--- src/sv/iepf_pkg.sv ---
// iepf_pkg: constants, result type and field widths for the icmp echo parity packet filter
// no dependencies; used by every other file of the block except iepf_if
package iepf_pkg;

  localparam int MAX_VLAN_TAGS = 4;
  localparam int VLAN_CNT_W = (MAX_VLAN_TAGS < 1) ? 1 : $clog2(MAX_VLAN_TAGS + 1);

  localparam logic [15:0] TPID_CTAG  = 16'h8100;
  localparam logic [15:0] TPID_STAG  = 16'h88A8;
  localparam logic [15:0] ETYPE_IPV4 = 16'h0800;
  localparam logic [15:0] ETYPE_IPV6 = 16'h86DD;

  localparam logic [7:0] PROTO_ICMP   = 8'd1;
  localparam logic [7:0] PROTO_ICMPV6 = 8'd58;
  localparam logic [7:0] ECHO_REQ_V4  = 8'd8;
  localparam logic [7:0] ECHO_REQ_V6  = 8'd128;

  localparam logic [7:0] ETH_HDR_LEN  = 8'd14;
  localparam logic [7:0] VLAN_TAG_LEN = 8'd4;
  localparam logic [6:0] IPV4_MIN_LEN = 7'd20;
  localparam logic [7:0] IPV6_HDR_LEN = 8'd40;
  localparam logic [7:0] ICMP_HDR_LEN = 8'd8;

  localparam logic [1:0] NET_OTHER = 2'd0;
  localparam logic [1:0] NET_IPV4  = 2'd1;
  localparam logic [1:0] NET_IPV6  = 2'd2;

  typedef struct packed {
    logic       verdict;
    logic [1:0] network_kind;
    logic       echo_seen;
    logic [2:0] tags_stripped;
  } result_t;

endpackage

--- src/sv/iepf_if.sv ---
// iepf_in_if / iepf_out_if: valid/ready channels for packet bytes and verdict words
// depends on nothing; payload widths follow the block's field widths
interface iepf_in_if;
  logic       valid;
  logic       ready;
  logic [7:0] data_byte;
  logic       end_of_packet;

  modport source (output valid, output data_byte, output end_of_packet, input ready);
  modport sink   (input valid, input data_byte, input end_of_packet, output ready);
endinterface

interface iepf_out_if;
  logic       valid;
  logic       ready;
  logic       verdict;
  logic [1:0] network_kind;
  logic       echo_seen;
  logic [2:0] tags_stripped;

  modport source (output valid, output verdict, output network_kind, output echo_seen,
                  output tags_stripped, input ready);
  modport sink   (input valid, input verdict, input network_kind, input echo_seen,
                  input tags_stripped, output ready);
endinterface

--- src/sv/icmp_echo_parity_packet_filter.sv ---
// Packet filter for Ethernet with up to four VLAN tags, IPv4 or IPv6, and ICMP echo
// parity. Bytes arrive one per word with the last byte marked; one verdict word comes
// out per packet, in the cycle after the final byte is accepted. A byte is taken every
// cycle while the output register is empty or being read; while a verdict word waits
// there and the sink holds off, every input byte is held until the sink takes it.
// Packets are dropped when the ethertype is not IP or the frame ends before it, or when
// an echo request carries an even sequence number; all else passes.
// depends on iepf_pkg, iepf_if, iepf_parser, iepf_out_reg
module icmp_echo_parity_packet_filter (
  input  logic        clk,
  input  logic        rst,
  iepf_in_if.sink     pkt_in,
  iepf_out_if.source  verdict_out
);

  iepf_pkg::result_t result;
  logic              can_load;
  logic              accept;

  assign pkt_in.ready = can_load;
  assign accept       = pkt_in.valid && pkt_in.ready;

  iepf_parser u_parser (
    .clk           (clk),
    .rst           (rst),
    .accept        (accept),
    .data_byte     (pkt_in.data_byte),
    .end_of_packet (pkt_in.end_of_packet),
    .result        (result)
  );

  iepf_out_reg u_out_reg (
    .clk      (clk),
    .rst      (rst),
    .load     (accept && pkt_in.end_of_packet),
    .result   (result),
    .can_load (can_load),
    .tx       (verdict_out)
  );

  a_no_take_when_full: assert property (@(posedge clk) disable iff (rst)
    (verdict_out.valid && !verdict_out.ready) |-> !pkt_in.ready)
    else $error("byte taken while verdict stalled");

  a_eop_gives_word: assert property (@(posedge clk) disable iff (rst)
    (pkt_in.valid && pkt_in.ready && pkt_in.end_of_packet) |=> verdict_out.valid)
    else $error("final byte did not produce a verdict");

  a_non_ip_drops: assert property (@(posedge clk) disable iff (rst)
    (verdict_out.valid && verdict_out.network_kind == iepf_pkg::NET_OTHER)
      |-> verdict_out.verdict)
    else $error("non ip packet passed");

  a_echo_needs_ip: assert property (@(posedge clk) disable iff (rst)
    (verdict_out.valid && verdict_out.echo_seen)
      |-> (verdict_out.network_kind != iepf_pkg::NET_OTHER))
    else $error("echo seen without ip header");

endmodule

--- src/sv/iepf_parser.sv ---
// iepf_parser: per-packet header parse state, updated once for every accepted byte
// depends on iepf_pkg; gives the verdict word that the final byte produces
module iepf_parser (
  input  logic              clk,
  input  logic              rst,
  input  logic              accept,
  input  logic [7:0]        data_byte,
  input  logic              end_of_packet,
  output iepf_pkg::result_t result
);

  localparam logic [2:0] PH_ETH  = 3'd0;
  localparam logic [2:0] PH_VLAN = 3'd1;
  localparam logic [2:0] PH_IPV4 = 3'd2;
  localparam logic [2:0] PH_IPV6 = 3'd3;
  localparam logic [2:0] PH_ICMP = 3'd4;
  localparam logic [2:0] PH_DONE = 3'd5;

  localparam int VW = iepf_pkg::VLAN_CNT_W;

  logic [2:0]    parse_phase, parse_phase_next;
  logic [7:0]    byte_offset, byte_offset_next;
  logic [15:0]   type_shift, type_shift_next;
  logic [VW-1:0] vlan_count, vlan_count_next;
  logic [5:0]    ip_header_len, ip_header_len_next;
  logic [7:0]    transport_proto, transport_proto_next;
  logic [7:0]    icmp_start, icmp_start_next;
  logic          echo_flag, echo_flag_next;
  logic          drop_flag, drop_flag_next;
  logic [1:0]    net_kind, net_kind_next;
  logic          type_is_echo, type_is_echo_next;

  logic [7:0]  l3;
  logic [7:0]  rel;
  logic [7:0]  rel_icmp;
  logic [8:0]  rel_plus1;
  logic [15:0] shifted;
  logic        do_resolve;
  logic        is_vlan;
  logic [7:0]  echo_code;

  always_comb begin
    l3        = iepf_pkg::ETH_HDR_LEN + 8'({vlan_count, 2'b00});
    rel       = byte_offset - l3;
    rel_icmp  = byte_offset - icmp_start;
    rel_plus1 = {1'b0, rel} + 9'd1;
    shifted   = {type_shift[7:0], data_byte};
    echo_code = (net_kind == iepf_pkg::NET_IPV4) ? iepf_pkg::ECHO_REQ_V4
                                                 : iepf_pkg::ECHO_REQ_V6;

    parse_phase_next     = parse_phase;
    type_shift_next      = type_shift;
    vlan_count_next      = vlan_count;
    ip_header_len_next   = ip_header_len;
    transport_proto_next = transport_proto;
    icmp_start_next      = icmp_start;
    echo_flag_next       = echo_flag;
    drop_flag_next       = drop_flag;
    net_kind_next        = net_kind;
    type_is_echo_next    = type_is_echo;
    do_resolve           = 1'b0;

    unique case (parse_phase)
      PH_ETH: begin
        if (byte_offset >= 8'd12) type_shift_next = shifted;
        if (byte_offset == iepf_pkg::ETH_HDR_LEN - 8'd1) do_resolve = 1'b1;
      end
      PH_VLAN: begin
        if (rel >= 8'd2) type_shift_next = shifted;
        if (rel == iepf_pkg::VLAN_TAG_LEN - 8'd1) begin
          vlan_count_next = vlan_count + VW'(1);
          do_resolve      = 1'b1;
        end
      end
      PH_IPV4: begin
        if (rel == 8'd0) begin
          ip_header_len_next = {data_byte[3:0], 2'b00};
          if ({1'b0, data_byte[3:0], 2'b00} < iepf_pkg::IPV4_MIN_LEN) begin
            parse_phase_next = PH_DONE;
          end
        end else begin
          if (rel == 8'd9) transport_proto_next = data_byte;
          if (rel_plus1 == {3'b000, ip_header_len}) begin
            if (transport_proto == iepf_pkg::PROTO_ICMP) begin
              parse_phase_next = PH_ICMP;
              icmp_start_next  = byte_offset + 8'd1;
            end else begin
              parse_phase_next = PH_DONE;
            end
          end
        end
      end
      PH_IPV6: begin
        if (rel == 8'd6) transport_proto_next = data_byte;
        if (rel == iepf_pkg::IPV6_HDR_LEN - 8'd1) begin
          if (transport_proto == iepf_pkg::PROTO_ICMPV6) begin
            parse_phase_next = PH_ICMP;
            icmp_start_next  = byte_offset + 8'd1;
          end else begin
            parse_phase_next = PH_DONE;
          end
        end
      end
      PH_ICMP: begin
        if (rel_icmp == 8'd0) type_is_echo_next = (data_byte == echo_code);
        if (rel_icmp == iepf_pkg::ICMP_HDR_LEN - 8'd1) begin
          if (type_is_echo) begin
            echo_flag_next = 1'b1;
            if (!data_byte[0]) drop_flag_next = 1'b1;
          end
          parse_phase_next = PH_DONE;
        end
      end
      default: ;
    endcase

    is_vlan = (type_shift_next == iepf_pkg::TPID_CTAG) ||
              (type_shift_next == iepf_pkg::TPID_STAG);
    if (do_resolve) begin
      priority if (is_vlan && (32'(vlan_count_next) < iepf_pkg::MAX_VLAN_TAGS)) begin
        parse_phase_next = PH_VLAN;
      end else if (type_shift_next == iepf_pkg::ETYPE_IPV4) begin
        net_kind_next    = iepf_pkg::NET_IPV4;
        drop_flag_next   = 1'b0;
        parse_phase_next = PH_IPV4;
      end else if (type_shift_next == iepf_pkg::ETYPE_IPV6) begin
        net_kind_next    = iepf_pkg::NET_IPV6;
        drop_flag_next   = 1'b0;
        parse_phase_next = PH_IPV6;
      end else begin
        drop_flag_next   = 1'b1;
        parse_phase_next = PH_DONE;
      end
    end

    byte_offset_next = (byte_offset == 8'hFF) ? byte_offset : byte_offset + 8'd1;

    result.verdict       = drop_flag_next;
    result.network_kind  = net_kind_next;
    result.echo_seen     = echo_flag_next;
    result.tags_stripped = (32'(vlan_count_next) > 32'd7) ? 3'd7 : 3'(vlan_count_next);
  end

  always_ff @(posedge clk) begin
    if (rst || (accept && end_of_packet)) begin
      parse_phase     <= PH_ETH;
      byte_offset     <= '0;
      type_shift      <= '0;
      vlan_count      <= '0;
      ip_header_len   <= '0;
      transport_proto <= '0;
      icmp_start      <= '0;
      echo_flag       <= 1'b0;
      drop_flag       <= 1'b1;
      net_kind        <= iepf_pkg::NET_OTHER;
      type_is_echo    <= 1'b0;
    end else if (accept) begin
      parse_phase     <= parse_phase_next;
      byte_offset     <= byte_offset_next;
      type_shift      <= type_shift_next;
      vlan_count      <= vlan_count_next;
      ip_header_len   <= ip_header_len_next;
      transport_proto <= transport_proto_next;
      icmp_start      <= icmp_start_next;
      echo_flag       <= echo_flag_next;
      drop_flag       <= drop_flag_next;
      net_kind        <= net_kind_next;
      type_is_echo    <= type_is_echo_next;
    end
  end

endmodule

--- src/sv/iepf_out_reg.sv ---
// iepf_out_reg: result register holding one verdict word until the sink takes it
// depends on iepf_pkg and iepf_out_if
module iepf_out_reg (
  input  logic              clk,
  input  logic              rst,
  input  logic              load,
  input  iepf_pkg::result_t result,
  output logic              can_load,
  iepf_out_if.source        tx
);

  logic              full;
  iepf_pkg::result_t held;

  assign can_load = !full || tx.ready;

  always_ff @(posedge clk) begin
    if (rst) begin
      full <= 1'b0;
    end else if (load) begin
      full <= 1'b1;
    end else if (tx.ready) begin
      full <= 1'b0;
    end
  end

  always_ff @(posedge clk) begin
    if (load) held <= result;
  end

  assign tx.valid         = full;
  assign tx.verdict       = held.verdict;
  assign tx.network_kind  = held.network_kind;
  assign tx.echo_seen     = held.echo_seen;
  assign tx.tags_stripped = held.tags_stripped;

endmodule

--- src/flat_wrapper.sv ---
// flat-port wrapper written by rule: the top's interface ports become plain ports
module icmp_echo_parity_packet_filter_flat 
  (clk, rst, pkt_in_valid, pkt_in_data_byte, pkt_in_end_of_packet, pkt_in_ready, verdict_out_valid, verdict_out_verdict, verdict_out_network_kind, verdict_out_echo_seen, verdict_out_tags_stripped, verdict_out_ready);
  iepf_in_if pkt_in_i ();
  iepf_out_if verdict_out_i ();
  input  logic clk;
  input  logic rst;
  input wire logic [$bits(pkt_in_i.valid)-1:0] pkt_in_valid;
  input wire logic [$bits(pkt_in_i.data_byte)-1:0] pkt_in_data_byte;
  input wire logic [$bits(pkt_in_i.end_of_packet)-1:0] pkt_in_end_of_packet;
  output wire logic [$bits(pkt_in_i.ready)-1:0] pkt_in_ready;
  output wire logic [$bits(verdict_out_i.valid)-1:0] verdict_out_valid;
  output wire logic [$bits(verdict_out_i.verdict)-1:0] verdict_out_verdict;
  output wire logic [$bits(verdict_out_i.network_kind)-1:0] verdict_out_network_kind;
  output wire logic [$bits(verdict_out_i.echo_seen)-1:0] verdict_out_echo_seen;
  output wire logic [$bits(verdict_out_i.tags_stripped)-1:0] verdict_out_tags_stripped;
  input wire logic [$bits(verdict_out_i.ready)-1:0] verdict_out_ready;
  assign pkt_in_i.valid = pkt_in_valid;
  assign pkt_in_i.data_byte = pkt_in_data_byte;
  assign pkt_in_i.end_of_packet = pkt_in_end_of_packet;
  assign pkt_in_ready = pkt_in_i.ready;
  assign verdict_out_valid = verdict_out_i.valid;
  assign verdict_out_verdict = verdict_out_i.verdict;
  assign verdict_out_network_kind = verdict_out_i.network_kind;
  assign verdict_out_echo_seen = verdict_out_i.echo_seen;
  assign verdict_out_tags_stripped = verdict_out_i.tags_stripped;
  assign verdict_out_i.ready = verdict_out_ready;
  icmp_echo_parity_packet_filter u_core (.clk(clk), .rst(rst), .pkt_in(pkt_in_i), .verdict_out(verdict_out_i));
endmodule
--- config.mk ---
export PLATFORM = sky130hd
export DESIGN_NAME = icmp_echo_parity_packet_filter_flat
export DESIGN_NICKNAME = d
export VERILOG_FILES = /design/src/sv/iepf_pkg.sv /design/src/sv/iepf_if.sv /design/src/sv/icmp_echo_parity_packet_filter.sv /design/src/sv/iepf_parser.sv /design/src/sv/iepf_out_reg.sv /design/src/flat_wrapper.sv
export SDC_FILE = /design/constraint.sdc
export NUM_CORES = 1
export LEC_CHECK = 0
export BUFFER_PORTS_ARGS = -buffer_cell sky130_fd_sc_hd__buf_2
export CORE_MARGIN = 2
export CORE_UTILIZATION = 67
export CTS_BUF_LIST = sky130_fd_sc_hd__clkbuf_16
export CTS_CLUSTER_DIAMETER = 50
export CTS_CLUSTER_SIZE = 10
export DETAILED_ROUTE_END_ITERATION = 10
export GPL_TIMING_DRIVEN = 0
export PLACE_DENSITY = 0.86
export RECOVER_POWER = 25
export SKIP_LAST_GASP = 1
export SYNTH_ARGS = -nofsm -noshare
export SYNTH_HDL_FRONTEND = slang
export SYNTH_HIERARCHICAL = 1
export SYNTH_SLANG_ARGS = --single-unit
--- constraint.sdc ---
create_clock -name clk -period 5.9 [get_ports clk]
set_input_delay 1.18 -clock clk [delete_from_list [all_inputs] [get_ports clk]]
set_output_delay 1.18 -clock clk [all_outputs]
set_load 0.01 [all_outputs]
# --- Word-level counts from Yosys, hierarchy flattened ---
# Cells that the tools add are included.
op_classes:
  n_addsub: 6
  magnitude_cmp: 4
  n_eq_ne: 31
  n_mux: 48
  bitwise: 1
  reduce_logical: 19
op_table:
  columns: ["operator", "count"]
  rows:
  - ["8-bit two-way mux", 9]
  - ["16-bit == test, second input constant", 3]
  - ["3-bit two-way mux", 11]
  - ["16-bit two-way mux", 2]
  - ["16-bit one-hot mux with 2 select lines", 1]
  - ["8-bit one-hot mux with 2 select lines", 2]
  - ["1-bit two-way mux", 17]
  - ["16-bit by 12-bit == test with 1-bit output, second input constant", 1]
  - ["8-bit by 3-bit == test with 1-bit output, second input constant", 2]
  - ["8-bit by 4-bit == test with 1-bit output, second input constant", 2]
  - ["8-bit by 6-bit == test with 1-bit output, second input constant", 2]
  - ["8-bit logical NOT", 2]
  - ["8-bit subtractor", 2]
  - ["2-bit != test, second input constant", 7]
  - ["8-bit by 1-bit adder with 9-bit output, second input constant", 1]
  - ["9-bit by 6-bit == test with 1-bit output", 1]
  - ["3-bit one-hot mux with 3 select lines", 1]
  - ["8-bit by 1-bit adder with 8-bit output, second input constant", 1]
  - ["8-bit by 1-bit == test with 1-bit output, second input constant", 1]
  - ["8-bit by 2-bit == test with 1-bit output, second input constant", 1]
  - ["8-bit == test", 1]
  - ["8-bit == test, second input constant", 1]
  - ["8-bit by 2-bit greater-or-equal comparator with 1-bit output, second input constant", 1]
  - ["8-bit by 4-bit greater-or-equal comparator with 1-bit output, second input constant", 1]
  - ["other kinds (24)", 36]
word_totals:
  register_bits: 63
  in_bits: 13
  output_inout_bits: 9
  elab_cells: 125

# --- Longest topological paths before layout ---
logic_depth:
  depth_word: 10
  depth_mapped: 17

# --- By module ---
# The synthesis kept the hierarchy.
modules_own_cells:
  columns: ["module", "n_inst", "cells_each", "area_each_um2", "seq_area_each_um2"]
  rows:
  - ["iepf_parser", 1, 545, 4244.1, 1101.1]
  - ["iepf_out_reg", 1, 11, 256.5, 230.2]
  - ["icmp_echo_parity_packet_filter", 1, 2, 12.5, 0.0]

# --- Worst setup path before layout ---
# OpenSTA, ideal clock, no wires.
synth_timing:
  kind: "register to register"
  start: "reg u_core.u_parser.byte_offset[4]"
  end: "reg u_core.u_out_reg.held (netlist bit u_core/u_out_reg/tx.network_kind[0]) (data pin)"
  t_arrival_ns: 3.525
  slack_ns: 2.121
  stages_incl_launch_ff: 16
  period_less_slack_ns: 3.779
  path_cell_list: "dfxtp_1 > inv_1 > ha_1 > inv_1 > ha_1 > o21ai_1 > a22o_1 > nor3_2 > o211ai_2 > and2_4 > buf_6 > a211o_1 > or4b_4 > nor4b_4 > inv_1 > a21o_1"
synth_rtl:
  columns: ["item", "line", "source"]
  rows:
  - ["start: declaration", "iepf_parser.sv:22", "logic [7:0] byte_offset, byte_offset_next;"]
  - ["start signal: assignment", "iepf_parser.sv:159", "byte_offset <= byte_offset_next;"]
  - ["end signal: assignment", "iepf_out_reg.sv:28", "if (load) held <= result;"]
  - ["end: declaration", "iepf_out_reg.sv:13", "iepf_pkg::result_t held;"]

# --- Worst setup path in the final report ---
layout_timing:
  start: "reg u_core.u_parser.byte_offset[4]"
  end: "reg u_core.u_out_reg.held (netlist bit u_core/u_out_reg/tx.verdict) (data pin)"
layout_between:
  elab_chain_len: 9
  elab_cells_between_ends: 28
layout_lines:
  columns: ["item", "line", "source"]
  rows:
  - ["8-bit subtractor", "iepf_parser.sv:44", "rel = byte_offset - l3;"]
  - ["8-bit by 2-bit greater-or-equal comparator with 1-bit output", "iepf_parser.sv:69", "if (rel >= 8'd2) type_shift_next = shifted;"]
  - ["16-bit two-way mux", "iepf_parser.sv:69", null]
  - ["16-bit one-hot mux with 2 select lines", "iepf_parser.sv:63", "unique case (parse_phase)"]
  - ["16-bit == test, on equally long branches", "iepf_parser.sv:126, iepf_parser.sv:117, iepf_parser.sv:118", null]
  - ["1-bit two-way mux or 1-bit logical OR (tied branches)", "iepf_parser.sv:126, iepf_parser.sv:117", null]
  - ["1-bit two-way mux or 1-bit logical AND (tied branches)", "iepf_parser.sv:122, iepf_parser.sv:120", null]
  - ["1-bit two-way mux", "iepf_parser.sv:120", "priority if (is_vlan && (32'(vlan_count_next) < iepf_pkg::MAX_VLAN_TAGS)) begin"]
  - ["1-bit two-way mux (*)", "iepf_parser.sv:119", "if (do_resolve) begin"]
  - ["named net u_core.u_parser.drop_flag_next", "iepf_parser.sv:29", "logic drop_flag, drop_flag_next;"]
# Mark *: on every way through the listed nets, which the timed path passes. The rest lies on a longest branch.
# A chain may end at the register's enable or synchronous reset.

==> impl_metrics.csv <==
group,metric,value,unit
detailed_routing,postRouteAntennaNets,0,
final_layout,design.final.nets,623,
critical_path,critPathMaxFanout,10,
final_layout,synthToLayoutAreaGrowth,10.6,%
yosys,syn-instance-count,558,
sta,setup_viol_count_final,0,
yosys,synthFlopType,"sky130_fd_sc_hd__dfxtp_1",
die,dieHeight,86.1,um
sta,fin_hold_ws,476,ps
power_and_ir_drop,worst_ir_drop_vdd,225,uV
die,num_io_pins,22,
power_and_ir_drop,static-leakage-power,1.99,nW
global_routing,grt_met2_usage,58.6,%
status,run_status,"finished clean",
global_routing,use_met1,45.4,%
placed_design,detailed_place_hpwl,9650,um
critical_path,path_class,"flip-flop to flip-flop",
global_routing,global_route_wire_length_before_repair,21000,um
sta,max_slew.worst_pin.slew,1210,ps
clocking,h_tree_depth,3,
detailed_routing,detail_route.iter0.violations,448,
detailed_routing,finalWirelength,13000,um
critical_path,worstSetupEndpointType,"flip-flop",
final_layout,antenna_cells_inserted,0,
power_and_ir_drop,report.power.total,1.11,mW
clocking,hold_fix_buffer_count_after_cts,0,
clocking,clock_sink_count,63,
placed_design,numPortBuffers,20,
sta,slew_headroom,18.7,%
die,design.core.area,0.00642,mm2
sta,post-route-min-period,4510,ps
clocking,cts-root-to-sink-buffers,2,
global_routing,grt_start_max_net_pins,14,
detailed_routing,post_drt_wl_per_cell,19.4,um
final_layout,layout_commonest_cell,"sky130_fd_sc_hd__nor2_1",
clocking,postCtsResizedCells,0,
sta,maximum_operating_frequency,0.222,GHz
sta,finClkSkew,10.3,ps
global_routing,grt.total_usage,36.2,%
detailed_routing,drt-pass1-iter-count,5,
global_routing,global_route.overflow_total,0,
global_routing,global_route.usage.met3,7.51,%
power_and_ir_drop,power_density,222,mW/mm2
yosys,yosys_synthesis_warning_count,6,
global_routing,number_of_antenna_violations_at_the_first_check_in_global_routing,0,
clocking,cts_tree,"yes",
final_layout,layout.cells.most_common_list,"sky130_fd_sc_hd__nor2_1, sky130_fd_sc_hd__dfxtp_1, sky130_fd_sc_hd__inv_1, sky130_fd_sc_hd__a21oi_1, sky130_fd_sc_hd__nand2_1",
worst_hold_path,hold_path.class,"flip-flop to flip-flop",
sta,final_cycle_utilization_of_the_critical_path,76.4,%
clocking,clkTransAtPathRegs,60,ps
sta,unrepaired_setup_endpoints_after_global_routing,"false",
critical_path,timing.critical_path.arrival,4600,ps
detailed_routing,route.detailed.drc,0,
final_layout,multi_input_gate_area,0.00291,mm2
yosys,synth-async-reset-ratio,0,%
detailed_routing,total_number_of_vias,4498,
flow_run,timing.max_cap.violations,0,
placed_design,globalplace.congestion,0.957,
final_layout,fillerInstances,465,
critical_path,worst-endpoint-required,5990,ps
sta,final.setup.tns,0,ps
global_routing,globalRoute.busiestLayer,"met2",
critical_path,setup.worst_path.start_class,"flip-flop",
detailed_routing,avgViaCountPerCell,6.70,
yosys,synth.lib_cells_used.distinct,72,
clocking,cts.root.buffer_cell,"sky130_fd_sc_hd__clkbuf_16",
yosys,syn_area,0.00451,mm2
final_layout,final-seq-area,0.00133,mm2
clocking,worstSkewPairLatency,330,ps
global_routing,vias_in_the_first_global_route,4293,
yosys,synth_edf_count,7,
final_layout,final_core_util,77.8,%
sta,report.final.hold_viol_count,0,
sta,slew_violations,0,
die,die_span_x,86.1,um
yosys,register_bit_total_from_synthesis,63,
final_layout,post_route_cells_drive_above_1_share,9.93,%
yosys,synth.avg_cell_area,8.09,um2
die,core.rowCount,29,
die,initial_core_util,70.3,%
clocking,post-cts-setup-buffer-count,0,
clocking,cts-buffers-inserted,9,
die,fp.dieArea,0.00741,mm2
yosys,mappedNetlistNets,592,
yosys,yosysSeqAreaShare,29.5,%
## synth_stat cells (all sizes together) (3+ instances only)
master / count / share of area (%)
a211o: 6 / 1.2
a211oi: 7 / 1.2
a21boi: 3 / 0.50
a21o: 6 / 1.0
a21oi: 36 / 4.1
a22oi: 3 / 0.50
a31oi: 6 / 0.83
a41oi: 5 / 0.97
and2: 6 / 0.89
and3: 8 / 1.1
buf: 9 / 1.4
clkbuf: 17 / 1.4
dfxtp: 56 / 25
edfxtp: 7 / 4.7
ha: 20 / 5.5
inv: 36 / 3.0
mux2i: 27 / 6.0
nand2: 33 / 2.9
nand2b: 4 / 0.72
nand3: 11 / 1.2
nand4: 7 / 0.97
nor2: 73 / 6.1
nor2b: 6 / 0.83
nor3: 22 / 3.0
nor3b: 4 / 0.67
nor4: 11 / 2.4
nor4b: 3 / 0.91
o2111ai: 4 / 0.78
o211ai: 7 / 1.3
o21a: 11 / 1.8
o21ai: 28 / 3.2
o22ai: 15 / 2.1
or2: 3 / 0.42
or3: 7 / 0.97
or4: 3 / 0.50
xnor2: 15 / 2.9
xor2: 8 / 1.7
## flip-flops by register name (all words and copies together) (netlist names), 2 cells and up
register                           count
u_core/u_parser/type_shift            16
u_core/u_parser/byte_offset            8
u_core/u_parser/icmp_start             8
u_core/u_parser/transport_proto        8
u_core/u_parser/ip_header_len          4
u_core/u_out_reg/tx.tags_stripped      3
u_core/u_parser/parse_phase            3
u_core/u_parser/vlan_count             3
u_core/u_out_reg/tx.network_kind       2
u_core/u_parser/net_kind               2
## worst max-delay path, cell delays in order (launching register included)
cell                        delay [ps]
sky130_fd_sc_hd__dfxtp_1           480
sky130_fd_sc_hd__inv_1             160
sky130_fd_sc_hd__ha_1              320
sky130_fd_sc_hd__inv_1              40
sky130_fd_sc_hd__ha_1              350
sky130_fd_sc_hd__o2bb2ai_1         460
sky130_fd_sc_hd__o21a_1            200
sky130_fd_sc_hd__buf_4             170
sky130_fd_sc_hd__nor2_1            100
sky130_fd_sc_hd__nor4_2            800
sky130_fd_sc_hd__a41o_1            290
sky130_fd_sc_hd__o41ai_1           140
sky130_fd_sc_hd__o22ai_1           280
sky130_fd_sc_hd__a21boi_1          280
sky130_fd_sc_hd__nor2_1             70
sky130_fd_sc_hd__buf_4             130
## through the flow
step | cell area [um2] | setup slack (ps) | cells
finish | 4990 | 1390 | 671
global route | 4990 | 1090 | 671
CTS | 5010 | 1550 | 671
detailed placement | 4710 | 1540 | 655
global placement | 4710 | 1640 | 655
floorplan | 4510 | 2120 | 558
## final cells by class
cell class | count | share of cell area (%)
well taps | 77 | 1.93
multi-input cells | 433 | 58.2
clock inverters | 7 | 1.60
repair buffers | 20 | 1.80
inverters | 36 | 2.71
plain buffers | 26 | 2.58
flip-flops and latches | 63 | 26.7
clock buffers | 9 | 4.51
## where the power goes
group | switching, mW | internal, mW | total, mW
Sequential | 0.00623 | 0.439 | 0.445
Clock | 0.210 | 0.331 | 0.541
Combinational | 0.0845 | 0.0389 | 0.123
Total | 0.300 | 0.809 | 1.11
## path summary, 6_finish.rpt
kind,startpoint,endpoint,slack [ps],cells after the start
min,u_core/u_parser/echo_flag,u_core/u_parser/echo_flag,480,2
min reg2reg,u_core/u_parser/echo_flag,u_core/u_parser/echo_flag,480,2
max,u_core/u_parser/byte_offset[4],u_core/u_out_reg/tx.verdict,1390,15
max reg2reg,u_core/u_parser/byte_offset[4],u_core/u_out_reg/tx.verdict,1390,15
## cells by family after synthesis
logic type | count (synthesis) | share of synthesized area, %
AOI/OAI and AO/OA | 156 | 23.3
xor gates and xnor gates | 23 | 4.63
adders and majority gates | 21 | 5.99
buffers and inverters | 62 | 5.85
DFF | 63 | 29.5
muxes | 27 | 5.99
and+or+nand+nor | 206 | 24.8
## per-layer routing
metal / up-vias / part of all wire [%]
li1: 2103 / -
met1: 2034 / 39
met2: 294 / 45
met3: 67 / 11
met4: 0 / 4.6
met5: - / 0
Power figures use the tool's default switching activity.
